==> src/tcwpd_pkg.sv <==
`timescale 1ns / 1ps

package tcwpd_pkg;

    // fixed field widths
    localparam int TASK_W   = 16;
    localparam int CLASS_W  = 2;
    localparam int STATUS_W = 2;
    localparam int CREDIT_W = 8;

    // defaults for the top-level parameters
    localparam int QUEUE_DEPTH_DEF  = 16;
    localparam int TASK_ID_BITS_DEF = 16;

    // transaction kinds
    localparam logic KIND_ENQ = 1'b0;
    localparam logic KIND_DEQ = 1'b1;

    // class codes
    localparam logic [CLASS_W-1:0] CLS_LOW    = 2'd0;
    localparam logic [CLASS_W-1:0] CLS_NORMAL = 2'd1;
    localparam logic [CLASS_W-1:0] CLS_HIGH   = 2'd2;

    // result status codes
    localparam logic [STATUS_W-1:0] ST_ENQUEUED = 2'd0;
    localparam logic [STATUS_W-1:0] ST_FULL     = 2'd1;
    localparam logic [STATUS_W-1:0] ST_GRANTED  = 2'd2;
    localparam logic [STATUS_W-1:0] ST_EMPTY    = 2'd3;

    // credit limits and burst reset value
    localparam logic [CREDIT_W-1:0] CREDIT_MAX  = 8'd255;
    localparam logic [CREDIT_W-1:0] BURST_RESET = 8'd3;

endpackage

==> src/three_class_weighted_priority_dispatch_top.sv <==
`timescale 1ns / 1ps

// Three-class task dispatcher. Input channel (i_in_valid / o_in_stall) carries
// one transaction per item: kind 0 pushes i_task_id into the queue of class
// i_priority_req (0 low, 1 normal, 2 high), kind 1 asks for the next task.
// High is served ahead of a waiting normal task while the high-served credit
// is below the burst register; low only when high and normal are empty.
// Output channel (o_out_valid / i_out_stall) returns exactly one result per
// item. The config channel (i_cfg_valid / o_cfg_ready, always ready) writes
// the burst register; write it only while the block is idle.
// All three queues share one single-port RAM of 3*QUEUE_DEPTH words with a
// registered read; heads, counts and credit live in flops.
// An accepted transaction does the RAM write or the RAM read while its status
// is loaded into the staging register; the output register then takes it with
// the read data. Throughput is one item per cycle, set by the single RAM port,
// while the receiver does not stall. When it stalls, the output register holds,
// the staging register fills, and then o_in_stall rises until the output drains.
// Reset (synchronous, active low) empties all queues, clears the credit and
// loads the burst register with 3; RAM contents are not cleared.
module three_class_weighted_priority_dispatch_top #(
    parameter int QUEUE_DEPTH  = tcwpd_pkg::QUEUE_DEPTH_DEF,
    parameter int TASK_ID_BITS = tcwpd_pkg::TASK_ID_BITS_DEF
) (
    input  logic                            i_clk,
    input  logic                            i_rst_n,
    // input channel
    input  logic                            i_in_valid,
    output logic                            o_in_stall,
    input  logic                            i_kind,
    input  logic [tcwpd_pkg::CLASS_W-1:0]   i_priority_req,
    input  logic [tcwpd_pkg::TASK_W-1:0]    i_task_id,
    // output channel
    output logic                            o_out_valid,
    input  logic                            i_out_stall,
    output logic [tcwpd_pkg::STATUS_W-1:0]  o_status,
    output logic [tcwpd_pkg::TASK_W-1:0]    o_granted_task,
    output logic [tcwpd_pkg::CLASS_W-1:0]   o_granted_class,
    output logic                            o_any_waiting,
    // config channel
    input  logic                            i_cfg_valid,
    output logic                            o_cfg_ready,
    input  logic [tcwpd_pkg::CREDIT_W-1:0]  i_cfg_high_burst
);

    localparam int PTR_W  = (QUEUE_DEPTH > 1) ? $clog2(QUEUE_DEPTH) : 1;
    localparam int CNT_W  = $clog2(QUEUE_DEPTH + 1);
    localparam int SUM_W  = CNT_W + 1;
    localparam int MEM_D  = 3 * QUEUE_DEPTH;
    localparam int ADDR_W = $clog2(MEM_D);
    localparam int ID_W   = TASK_ID_BITS;

    localparam logic [ADDR_W-1:0] BASE_LOW    = '0;
    localparam logic [ADDR_W-1:0] BASE_NORMAL = ADDR_W'(QUEUE_DEPTH);
    localparam logic [ADDR_W-1:0] BASE_HIGH   = ADDR_W'(2 * QUEUE_DEPTH);

    // queue storage
    logic [ID_W-1:0] r_mem [MEM_D];
    logic [ID_W-1:0] r_rd_data;

    // per-class heads and counts, credit and burst register
    logic [PTR_W-1:0] r_head  [3];
    logic [PTR_W-1:0] n_head  [3];
    logic [CNT_W-1:0] r_count [3];
    logic [CNT_W-1:0] n_count [3];
    logic [tcwpd_pkg::CREDIT_W-1:0] r_credit;
    logic [tcwpd_pkg::CREDIT_W-1:0] n_credit;
    logic [tcwpd_pkg::CREDIT_W-1:0] r_burst;

    // staging register
    logic                            r_a_valid;
    logic [tcwpd_pkg::STATUS_W-1:0]  r_a_status;
    logic [tcwpd_pkg::CLASS_W-1:0]   r_a_class;
    logic                            r_a_any;
    logic                            r_a_grant;

    // output register
    logic                            r_out_valid;
    logic [tcwpd_pkg::STATUS_W-1:0]  r_out_status;
    logic [tcwpd_pkg::TASK_W-1:0]    r_out_task;
    logic [tcwpd_pkg::CLASS_W-1:0]   r_out_class;
    logic                            r_out_any;

    // decision signals
    logic                            in_acc;
    logic                            a_move;
    logic                            push_en;
    logic                            pop_en;
    logic [tcwpd_pkg::CLASS_W-1:0]   op_cls;
    logic [tcwpd_pkg::STATUS_W-1:0]  step_status;
    logic                            step_any;
    logic                            mem_we;
    logic                            mem_re;
    logic [ADDR_W-1:0]               mem_addr;
    logic [ID_W-1:0]                 wr_id;

    function automatic logic [tcwpd_pkg::CLASS_W-1:0] CLASS_IDX(input int c);
        CLASS_IDX = tcwpd_pkg::CLASS_W'(c);
    endfunction

    // handshake
    assign a_move      = r_a_valid && (!r_out_valid || !i_out_stall);
    assign o_in_stall  = r_a_valid && !a_move;
    assign in_acc      = i_in_valid && !o_in_stall;
    assign o_cfg_ready = 1'b1;
    assign wr_id       = ID_W'(i_task_id);

    // scheduling decision for the offered item
    always_comb begin
        logic                 hi_ne;
        logic                 no_ne;
        logic                 lo_ne;
        logic [CNT_W-1:0]     sel_cnt;
        logic                 cls_ok;
        hi_ne       = r_count[tcwpd_pkg::CLS_HIGH] != '0;
        no_ne       = r_count[tcwpd_pkg::CLS_NORMAL] != '0;
        lo_ne       = r_count[tcwpd_pkg::CLS_LOW] != '0;
        push_en     = 1'b0;
        pop_en      = 1'b0;
        op_cls      = tcwpd_pkg::CLS_LOW;
        step_status = tcwpd_pkg::ST_EMPTY;
        sel_cnt     = '0;
        cls_ok      = 1'b1;
        unique case (i_priority_req)
            tcwpd_pkg::CLS_LOW:    sel_cnt = r_count[tcwpd_pkg::CLS_LOW];
            tcwpd_pkg::CLS_NORMAL: sel_cnt = r_count[tcwpd_pkg::CLS_NORMAL];
            tcwpd_pkg::CLS_HIGH:   sel_cnt = r_count[tcwpd_pkg::CLS_HIGH];
            default:               cls_ok  = 1'b0;
        endcase
        if (i_kind == tcwpd_pkg::KIND_ENQ) begin
            op_cls = i_priority_req;
            if (cls_ok && sel_cnt != CNT_W'(QUEUE_DEPTH)) begin
                push_en     = 1'b1;
                step_status = tcwpd_pkg::ST_ENQUEUED;
            end else begin
                step_status = tcwpd_pkg::ST_FULL;
            end
        end else if (!hi_ne && !no_ne) begin
            if (lo_ne) begin
                pop_en      = 1'b1;
                op_cls      = tcwpd_pkg::CLS_LOW;
                step_status = tcwpd_pkg::ST_GRANTED;
            end
        end else if (hi_ne && (!no_ne || r_credit < r_burst)) begin
            pop_en      = 1'b1;
            op_cls      = tcwpd_pkg::CLS_HIGH;
            step_status = tcwpd_pkg::ST_GRANTED;
        end else begin
            pop_en      = 1'b1;
            op_cls      = tcwpd_pkg::CLS_NORMAL;
            step_status = tcwpd_pkg::ST_GRANTED;
        end
    end

    // ram address: class base plus tail slot for push, head slot for pop
    always_comb begin
        logic [PTR_W-1:0]  head_sel;
        logic [CNT_W-1:0]  cnt_sel;
        logic [SUM_W-1:0]  tail_sum;
        logic [PTR_W-1:0]  slot;
        logic [ADDR_W-1:0] base;
        head_sel = r_head[tcwpd_pkg::CLS_LOW];
        cnt_sel  = r_count[tcwpd_pkg::CLS_LOW];
        base     = BASE_LOW;
        unique case (op_cls)
            tcwpd_pkg::CLS_NORMAL: begin
                head_sel = r_head[tcwpd_pkg::CLS_NORMAL];
                cnt_sel  = r_count[tcwpd_pkg::CLS_NORMAL];
                base     = BASE_NORMAL;
            end
            tcwpd_pkg::CLS_HIGH: begin
                head_sel = r_head[tcwpd_pkg::CLS_HIGH];
                cnt_sel  = r_count[tcwpd_pkg::CLS_HIGH];
                base     = BASE_HIGH;
            end
            default: begin
                head_sel = r_head[tcwpd_pkg::CLS_LOW];
                cnt_sel  = r_count[tcwpd_pkg::CLS_LOW];
                base     = BASE_LOW;
            end
        endcase
        tail_sum = SUM_W'(head_sel) + SUM_W'(cnt_sel);
        if (tail_sum >= SUM_W'(QUEUE_DEPTH)) begin
            tail_sum = tail_sum - SUM_W'(QUEUE_DEPTH);
        end
        slot     = push_en ? PTR_W'(tail_sum) : head_sel;
        mem_addr = base + ADDR_W'(slot);
        mem_we   = in_acc && push_en;
        mem_re   = in_acc && pop_en;
    end

    // next heads, counts, credit and the any-waiting flag
    always_comb begin
        logic any_acc;
        any_acc = 1'b0;
        for (int c = 0; c < 3; c++) begin
            n_head[c]  = r_head[c];
            n_count[c] = r_count[c];
            if (push_en && op_cls == CLASS_IDX(c)) begin
                n_count[c] = r_count[c] + CNT_W'(1);
            end
            if (pop_en && op_cls == CLASS_IDX(c)) begin
                n_count[c] = r_count[c] - CNT_W'(1);
                n_head[c]  = (r_head[c] == PTR_W'(QUEUE_DEPTH - 1)) ? '0
                                                                  : r_head[c] + PTR_W'(1);
            end
            any_acc = any_acc || (n_count[c] != '0);
        end
        step_any = any_acc;
        n_credit = r_credit;
        if (pop_en && op_cls == tcwpd_pkg::CLS_HIGH) begin
            if (r_credit != tcwpd_pkg::CREDIT_MAX) begin
                n_credit = r_credit + 8'd1;
            end
        end else if (pop_en && op_cls == tcwpd_pkg::CLS_NORMAL) begin
            n_credit = (r_credit >= r_burst) ? r_credit - r_burst : '0;
        end
    end

    // queue ram, one access per cycle, registered read
    always_ff @(posedge i_clk) begin
        if (mem_we) begin
            r_mem[mem_addr] <= wr_id;
        end
        if (mem_re) begin
            r_rd_data <= r_mem[mem_addr];
        end
    end

    // queue control state and burst register
    always_ff @(posedge i_clk) begin
        if (!i_rst_n) begin
            for (int c = 0; c < 3; c++) begin
                r_head[c]  <= '0;
                r_count[c] <= '0;
            end
            r_credit <= '0;
            r_burst  <= tcwpd_pkg::BURST_RESET;
        end else begin
            if (in_acc) begin
                for (int c = 0; c < 3; c++) begin
                    r_head[c]  <= n_head[c];
                    r_count[c] <= n_count[c];
                end
                r_credit <= n_credit;
            end
            if (i_cfg_valid && o_cfg_ready) begin
                r_burst <= i_cfg_high_burst;
            end
        end
    end

    // staging register, loaded alongside the registered ram read data
    always_ff @(posedge i_clk) begin
        if (!i_rst_n) begin
            r_a_valid <= 1'b0;
        end else if (in_acc) begin
            r_a_valid <= 1'b1;
        end else if (a_move) begin
            r_a_valid <= 1'b0;
        end
    end

    always_ff @(posedge i_clk) begin
        if (in_acc) begin
            r_a_status <= step_status;
            r_a_class  <= pop_en ? op_cls : tcwpd_pkg::CLS_LOW;
            r_a_any    <= step_any;
            r_a_grant  <= pop_en;
        end
    end

    // output register
    always_ff @(posedge i_clk) begin
        if (!i_rst_n) begin
            r_out_valid <= 1'b0;
        end else if (a_move) begin
            r_out_valid <= 1'b1;
        end else if (r_out_valid && !i_out_stall) begin
            r_out_valid <= 1'b0;
        end
    end

    always_ff @(posedge i_clk) begin
        if (a_move) begin
            r_out_status <= r_a_status;
            r_out_task   <= r_a_grant ? tcwpd_pkg::TASK_W'(r_rd_data) : '0;
            r_out_class  <= r_a_class;
            r_out_any    <= r_a_any;
        end
    end

    assign o_out_valid     = r_out_valid;
    assign o_status        = r_out_status;
    assign o_granted_task  = r_out_task;
    assign o_granted_class = r_out_class;
    assign o_any_waiting   = r_out_any;

endmodule

==> config.mk <==
export PLATFORM = sky130hd
export DESIGN_NAME = three_class_weighted_priority_dispatch_top
export DESIGN_NICKNAME = d
export VERILOG_FILES = /design/src/tcwpd_pkg.sv /design/src/three_class_weighted_priority_dispatch_top.sv
export SDC_FILE = /design/constraint.sdc
export NUM_CORES = 1
export LEC_CHECK = 0
export ABC_AREA = 1
export BUFFER_PORTS_ARGS = -buffer_cell sky130_fd_sc_hd__clkbuf_2
export CORE_UTILIZATION = 62
export CTS_BUF_LIST = sky130_fd_sc_hd__clkbuf_16
export CTS_CLUSTER_DIAMETER = 50
export CTS_CLUSTER_SIZE = 20
export DETAILED_ROUTE_END_ITERATION = 12
export PLACE_DENSITY = 0.79
export SETUP_SLACK_MARGIN = 0.4
export SLEW_MARGIN = 10
export SYNTH_ARGS = -nofsm -noshare
export SYNTH_HDL_FRONTEND = slang
export SYNTH_SLANG_ARGS = --single-unit
export TNS_END_PERCENT = 10
==> constraint.sdc <==
create_clock -name i_clk -period 8.4 [get_ports i_clk]
set_input_delay 0.84 -clock i_clk [delete_from_list [all_inputs] [get_ports i_clk]]
set_output_delay 0.84 -clock i_clk [all_outputs]
set_load 0.01 [all_outputs]
==> results of run 1 <==
-- cell families (layout without fill, tap and decap cells) --
group	after synthesis	in the layout	share of synthesized area
XOR/XNOR	29	29	0.00675
flip-flops	856	856	0.679
buffers and inverters	444	561	0.0512
AND/OR/NAND/NOR	2130	2130	0.230
AO/OA/AOI/OAI	173	173	0.0242
other	1	1	0.0000997
adder cells (fa/ha/maj)	27	27	0.00938
-- final timing paths --
| kind | end | slack [ns] | depth (start not counted) | startpoint |
|---|---|---|---|---|
| max | r_rd_data[15]$_DFFE_PP_ | 1.30 | 34 | r_credit[0]$_SDFFE_PN0P_ |
| max reg2reg | r_rd_data[15]$_DFFE_PP_ | 1.30 | 34 | r_credit[0]$_SDFFE_PN0P_ |
| min reg2reg | o_granted_class[0]$_DFFE_PP_ | 0.42 | 0 | r_a_class[0]$_SDFFCE_PN0P_ |
| min | o_granted_class[0]$_DFFE_PP_ | 0.42 | 0 | r_a_class[0]$_SDFFCE_PN0P_ |
-- power breakdown --
group | internal (mW) | leakage [nW] | total (mW) | switching (mW)
Sequential | 4.82 | 7.75 | 4.87 | 0.0544
Combinational | 0.921 | 8.06 | 3.75 | 2.83
Clock | 1.92 | 1.28 | 3.64 | 1.72
Total | 7.66 | 17.1 | 12.3 | 4.60
-- metal layers --
layer	up-vias	GRT usage	share of wire
met3	224	0.0575	0.12
met1	12283	0.444	0.39
met4	0	0.115	0.035
li1	12093	-	-
met2	1774	0.489	0.46
met5	-	0	0
-- area by class of cell --
| class | count | area share |
|---|---|---|
| clock buffer | 77 | 0.0466 |
| clock inverter | 61 | 0.0166 |
| inverter | 285 | 0.0259 |
| multi-input combinational | 2360 | 0.247 |
| sequential | 856 | 0.618 |
| tap | 773 | 0.0234 |
| timing repair buffer | 138 | 0.0224 |
-- Yosys cell counts, drive strengths merged --
| library cell | count | area (sq um) |
|---|---|---|
| o21bai | 1 | 7.51 |
| a41o | 1 | 10.0 |
| o211ai | 3 | 22.5 |
| nor3 | 15 | 75.1 |
| fa | 2 | 40.0 |
| dfxtp | 18 | 360 |
| nand2 | 1676 | 6400 |
| nor2 | 177 | 813 |
| a22o | 1 | 8.76 |
| o21ai | 69 | 345 |
| a21o | 2 | 15.0 |
| xnor2 | 8 | 70.1 |
| nand3b | 1 | 7.51 |
| a21oi | 86 | 430 |
| ha | 25 | 313 |
| edfxtp | 838 | 25200 |
| o31ai | 1 | 7.51 |
| a22oi | 3 | 22.5 |
| xor2 | 21 | 184 |
| clkbuf | 30 | 113 |
| buf | 129 | 742 |
| o22ai | 3 | 18.8 |
| inv | 285 | 1070 |
| conb | 1 | 3.75 |
| nand3 | 257 | 1320 |
| nand4 | 4 | 25.0 |
| a31oi | 2 | 12.5 |
| o221ai | 1 | 8.76 |
-- cells in the final DEF, fill, tap and decap left out, types with 8 or more instances in the layout --
| cell type | count |
|---|---|
| edfxtp_1 | 838 |
| nand3_1 | 253 |
| xor2_1 | 21 |
| o21ai_0 | 38 |
| a21oi_1 | 85 |
| clkbuf_16 | 77 |
| ha_1 | 25 |
| nor2_1 | 161 |
| o21ai_1 | 31 |
| nand2_1 | 1658 |
| inv_1 | 281 |
| buf_4 | 82 |
| dfxtp_1 | 18 |
| inv_6 | 18 |
| xnor2_1 | 8 |
| nor3_2 | 8 |
| nand2_4 | 10 |
| nor2_4 | 8 |
| clkbuf_2 | 54 |
-- worst reg2reg max path, delay by kind of cell, from the launching register on --
kind / cells / cell delay (ns)
and+or+nand+nor: 17 / 2.23
buffers and inverters: 7 / 1.95
adders and majority gates: 5 / 1.67
AOI/OAI and AO/OA: 5 / 0.80
DFF: 1 / 0.34
-- flip-flops by register name (all words and copies together) (netlist names) --
register         count
o_out_valid          1
r_head              12
r_a_any              1
r_a_status           2
r_mem              768
r_credit             8
o_status             2
r_a_grant            1
o_granted_class      2
r_count             15
r_a_valid            1
o_any_waiting        1
o_granted_task      16
r_burst              8
r_rd_data           16
r_a_class            2
-- through the flow --
| stage | hold slack [ns] | worst slack, ns |
|---|---|---|
| final | 0.422 | 1.30 |
| after detailed placement | 0.405 | 1.46 |
| after CTS | 0.402 | 1.40 |
| after floorplan | 0.400 | 2.24 |
| after global routing | 0.423 | 0.882 |
| after global placement | 0.402 | 1.62 |
==> flow_metrics.env, run 1 <==
export IMPL_root_buffer="clkbuf_16"
export IMPL_post_cts_resized=0
export IMPL_avgSynthCellArea_sq_um=10.3
export IMPL_drt_initial_drc_count=3644
export IMPL_status="finished clean"
export IMPL_numCtsBuffers=75
export IMPL_die_h_um=248
export IMPL_placed_cell_area_sq_um=38700
export IMPL_synth_warning_count=0
export IMPL_syn_to_final_growth_pct=9.89
export IMPL_cp_max_fo=86
export IMPL_final_antenna_net_count=0
export IMPL_ioPinCount=56
export IMPL_fp_dieArea_sq_um=61700
export IMPL_finalHoldViolCount=0
export IMPL_crit_family="simple AND/OR/NAND/NOR gates"
export IMPL_cp_arrival_ns=7.61
export IMPL_netlist_instances=3660
export IMPL_cts_setup_buffers=0
export IMPL_register_area_sq_um=25500
export IMPL_grtUsageTotal=0.314
export IMPL_clkTransAtPathRegs_ns=0.07
export IMPL_clk_path_buf_depth=3
export IMPL_fin_util=0.695
export IMPL_clock_sinks=856
export IMPL_via_count=26374
export IMPL_required_ns=8.90
export IMPL_dp_cells=4412
export IMPL_drc=0
export IMPL_h_tree_depth=3
export IMPL_p_leak_nw=17.1
export IMPL_grt_pass1_vias=24670
export IMPL_cap_viol_max_count=0
export IMPL_cp_slowest_stage_delay_ns=0.93
export IMPL_antenna_found_initial=0
export IMPL_port_buffers=54
export IMPL_synth_cell_types=43
export IMPL_crit_type="register to register"
export IMPL_clock_skew_ns=0.0404
export IMPL_synth_seq_cells=856
export IMPL_p_total_mw=12.3
export IMPL_syn_cell_area_sq_um=37600
export IMPL_fillers=4167
export IMPL_dpl_hpwl_mm=55.0
export IMPL_slowest_stage="buf_4"
export IMPL_stdcell_count=4550
export IMPL_finalSetupTns_ns=0
export IMPL_synth_nets=3719
export IMPL_std_cell_rows=89
export IMPL_dr_pass1_iters=6
export IMPL_vias_per_cell=5.80
export IMPL_cts_tree="built"
export IMPL_worst_slew_pin_transition_ns=1.25
export IMPL_grt_max_degree=106
export IMPL_path_common_cell="nand2_1"
export IMPL_fmax_mhz=141
export IMPL_stdcell_area_sq_um=41300
export IMPL_power_density_nw_per_um2=297
export IMPL_hp_class="register to register"
export IMPL_core_area_sq_um=59500
export IMPL_critPathCaptureType="register"
export IMPL_avgRoutedWirePerCell_um=21.0
export IMPL_rsz0062_at_grt="false"
export IMPL_vdd_drop_max_v=0.000251
export IMPL_die_w_um=248
export IMPL_drive_above_1_share=0.0863
export IMPL_drt_wl_total_mm=95.6
export IMPL_fin_crit_sh=0.846
export IMPL_clock_latency_ns=0.65
export IMPL_period_minus_slack_ns=7.10
export IMPL_ys_seq_area_frac=0.679
export IMPL_setup_viol=0
export IMPL_maxSlewHeadroom=0.166
export IMPL_gp_congestion=0.934
export IMPL_finalNetCount=3775
export IMPL_drv_slew=0
export IMPL_critPathBufInv=7
export IMPL_startpoint_type="register"
export IMPL_cts_hold_buffers=0
export IMPL_insertedDiodeCount=0
export IMPL_initial_core_util=0.633
export IMPL_grt_first_pass_wirelength_mm=143
export IMPL_grt_overflow=0
export IMPL_multiInputGateArea_sq_um=10200
Note: power is estimated with default switching activity, not from simulation.
==> run 2, diff against run 1 <==
CORE_UTILIZATION = 57   (was 62)
PLACE_DENSITY = 0.76   (was 0.79)
clock period = 6 ns   (was 8.4 ns; I/O delays follow)
==> flow_metrics.env, run 2 (synthesis gave the netlist of run 1 again) <==
export IMPL_dr_pass1_iters=8
export IMPL_drc=0
export IMPL_drt_wl_total_mm=98.2
export IMPL_grt_first_pass_wirelength_mm=144
export IMPL_most_common_layout_cells="nand2_1 (1650), edfxtp_1 (838), inv_1 (278)"
export IMPL_initial_core_util=0.580
export IMPL_largest_register_ffs=768
export IMPL_cts_tree="built"
export IMPL_clock_skew_ns=0.0356
export IMPL_die_h_um=259
export IMPL_clock_sinks=856
export IMPL_worst_slew_pin_transition_ns=1.40
export IMPL_p_leak_nw=17.7
export IMPL_crit_type="register to register"
export IMPL_status="finished clean"
export IMPL_drive_above_1_share=0.115
export IMPL_clock_latency_ns=0.65
export IMPL_setup_viol=0
export IMPL_fin_crit_sh=0.905
export IMPL_required_ns=6.33
export IMPL_grtUsageTotal=0.285
export IMPL_final_common_cell="nand2_1"
export IMPL_slowest_stage="fa_1"
export IMPL_drt_initial_drc_count=2991
export IMPL_path_common_cell="nand2_1"
export IMPL_dpl_hpwl_mm=55.4
export IMPL_root_buffer="clkbuf_16"
export IMPL_syn_to_final_growth_pct=13.8
export IMPL_maxSlewHeadroom=0.0630
export IMPL_die_w_um=259
export IMPL_insertedDiodeCount=0
export IMPL_cp_max_fo=8
export IMPL_clkTransAtPathRegs_ns=0.08
export IMPL_top_register="r_mem"
export IMPL_std_cell_rows=93
export IMPL_port_buffers=54
export IMPL_finalNetCount=3858
export IMPL_p_total_mw=17.8
export IMPL_critPathCaptureType="register"
export IMPL_h_tree_depth=3
export IMPL_core_area_sq_um=64800
export IMPL_final_antenna_net_count=0
export IMPL_stdcell_count=4718
export IMPL_vias_per_cell=5.60
export IMPL_avgRoutedWirePerCell_um=20.8
export IMPL_ioPinCount=56
export IMPL_cap_viol_max_count=0
export IMPL_startpoint_type="register"
export IMPL_numCtsBuffers=78
export IMPL_antenna_found_initial=0
export IMPL_grt_pass1_vias=24813
export IMPL_vdd_drop_max_v=0.000355
export IMPL_via_count=26412
export IMPL_hp_class="input pin to register"
export IMPL_cp_arrival_ns=5.76
export IMPL_power_density_nw_per_um2=417
export IMPL_grt_overflow=0
export IMPL_finalHoldViolCount=0
export IMPL_rsz0062_at_grt="true"
export IMPL_period_minus_slack_ns=5.43
export IMPL_cp_slowest_stage_delay_ns=0.45
export IMPL_drv_slew=0
export IMPL_fp_dieArea_sq_um=67000
export IMPL_grt_max_degree=113
export IMPL_dp_cells=4521
export IMPL_fmax_mhz=184
export IMPL_cts_hold_buffers=0
export IMPL_clk_path_buf_depth=3
export IMPL_gp_congestion=0.926
export IMPL_finalSetupTns_ns=0
-- run 2: cell count changes in the layout (fill, tap and decap cells not counted), sizes merged --
| cell | delta |
|---|---|
| nand2 | +2 |
| clkbuf | +8 |
| inv | -10 |
| clkinv | +11 |
| buf | +73 |
| bufinv | +1 |
| clkinvlp | +1 |
-- run 2: report_power, final --
group          switching (mW)  internal (mW)  total [mW]  leakage [nW]
clock                    2.40           2.80        5.20          1.32
combinational            4.08           1.75        5.83          8.66
sequential             0.0682           6.75        6.81          7.75
-- run 2: worst paths after layout --
check | depth (start not counted) | start | endpoint | slack (ns)
worst max-delay path | 29 | r_credit[0]$_SDFFE_PN0P_ | r_mem[22][4]$_DFFE_PP_ | 0.57
worst min register to register | 0 | r_a_status[0]$_DFFE_PP_ | o_status[0]$_DFFE_PP_ | 0.42
worst max register to register | 29 | r_credit[0]$_SDFFE_PN0P_ | r_mem[22][4]$_DFFE_PP_ | 0.57
worst min-delay path | 3 | i_cfg_high_burst[1] | r_burst[1]$_SDFFE_PN1P_ | 0.22
-- run 2: worst max-delay path: cells and delay by family, from the launching register on --
| family | cells | cell delay [ns] |
|---|---|---|
| adders and majority gates | 5 | 1.51 |
| DFF | 1 | 0.34 |
| and+or+nand+nor | 12 | 1.71 |
| xor gates and xnor gates | 1 | 0.18 |
| buffers and inverters | 7 | 0.82 |
| AOI/OAI and AO/OA | 4 | 0.58 |
-- run 2: cell type report --
class | instances | area (sq um)
Clock inverter | 64 | 698
Timing Repair Buffer | 216 | 1940
Inverter | 285 | 1080
Sequential cell | 856 | 25500
Tap cell | 855 | 1070
Multi-Input combinational cell | 2362 | 10500
Clock buffer | 80 | 2000
Fill cell | 4768 | 22000
-- run 2: metrics by stage --
step	utilization	worst slack (ns)	hold slack (ns)	cell area, sq um
2_1_floorplan	-	0.205	0.400	37700
3_3_place_gp	0.605	0.337	0.403	39200
3_5_place_dp	0.605	0.273	0.406	39200
4_1_cts	0.648	0.355	0.207	42000
5_1_grt	0.660	0.309	0.232	42800
6_report	0.660	0.571	0.224	42800
-- run 2: layer usage --
layer / up-vias / global-route usage / routed length, um
li1: 12280 / - / -
met1: 12583 / 0.400 / 39200
met2: 1354 / 0.459 / 46300
met3: 195 / 0.0424 / 9600
met4: 0 / 0.0968 / 3120
met5: - / 0 / 0
-- run 2: repair_timing --
action                     4_1_cts  5_1_grt
gates resized for setup          5       99
buffers inserted                 8       35
pin swaps                        5       16
hold endpoints to repair         0        0
setup endpoints to repair      315      784
cloned                           0       10
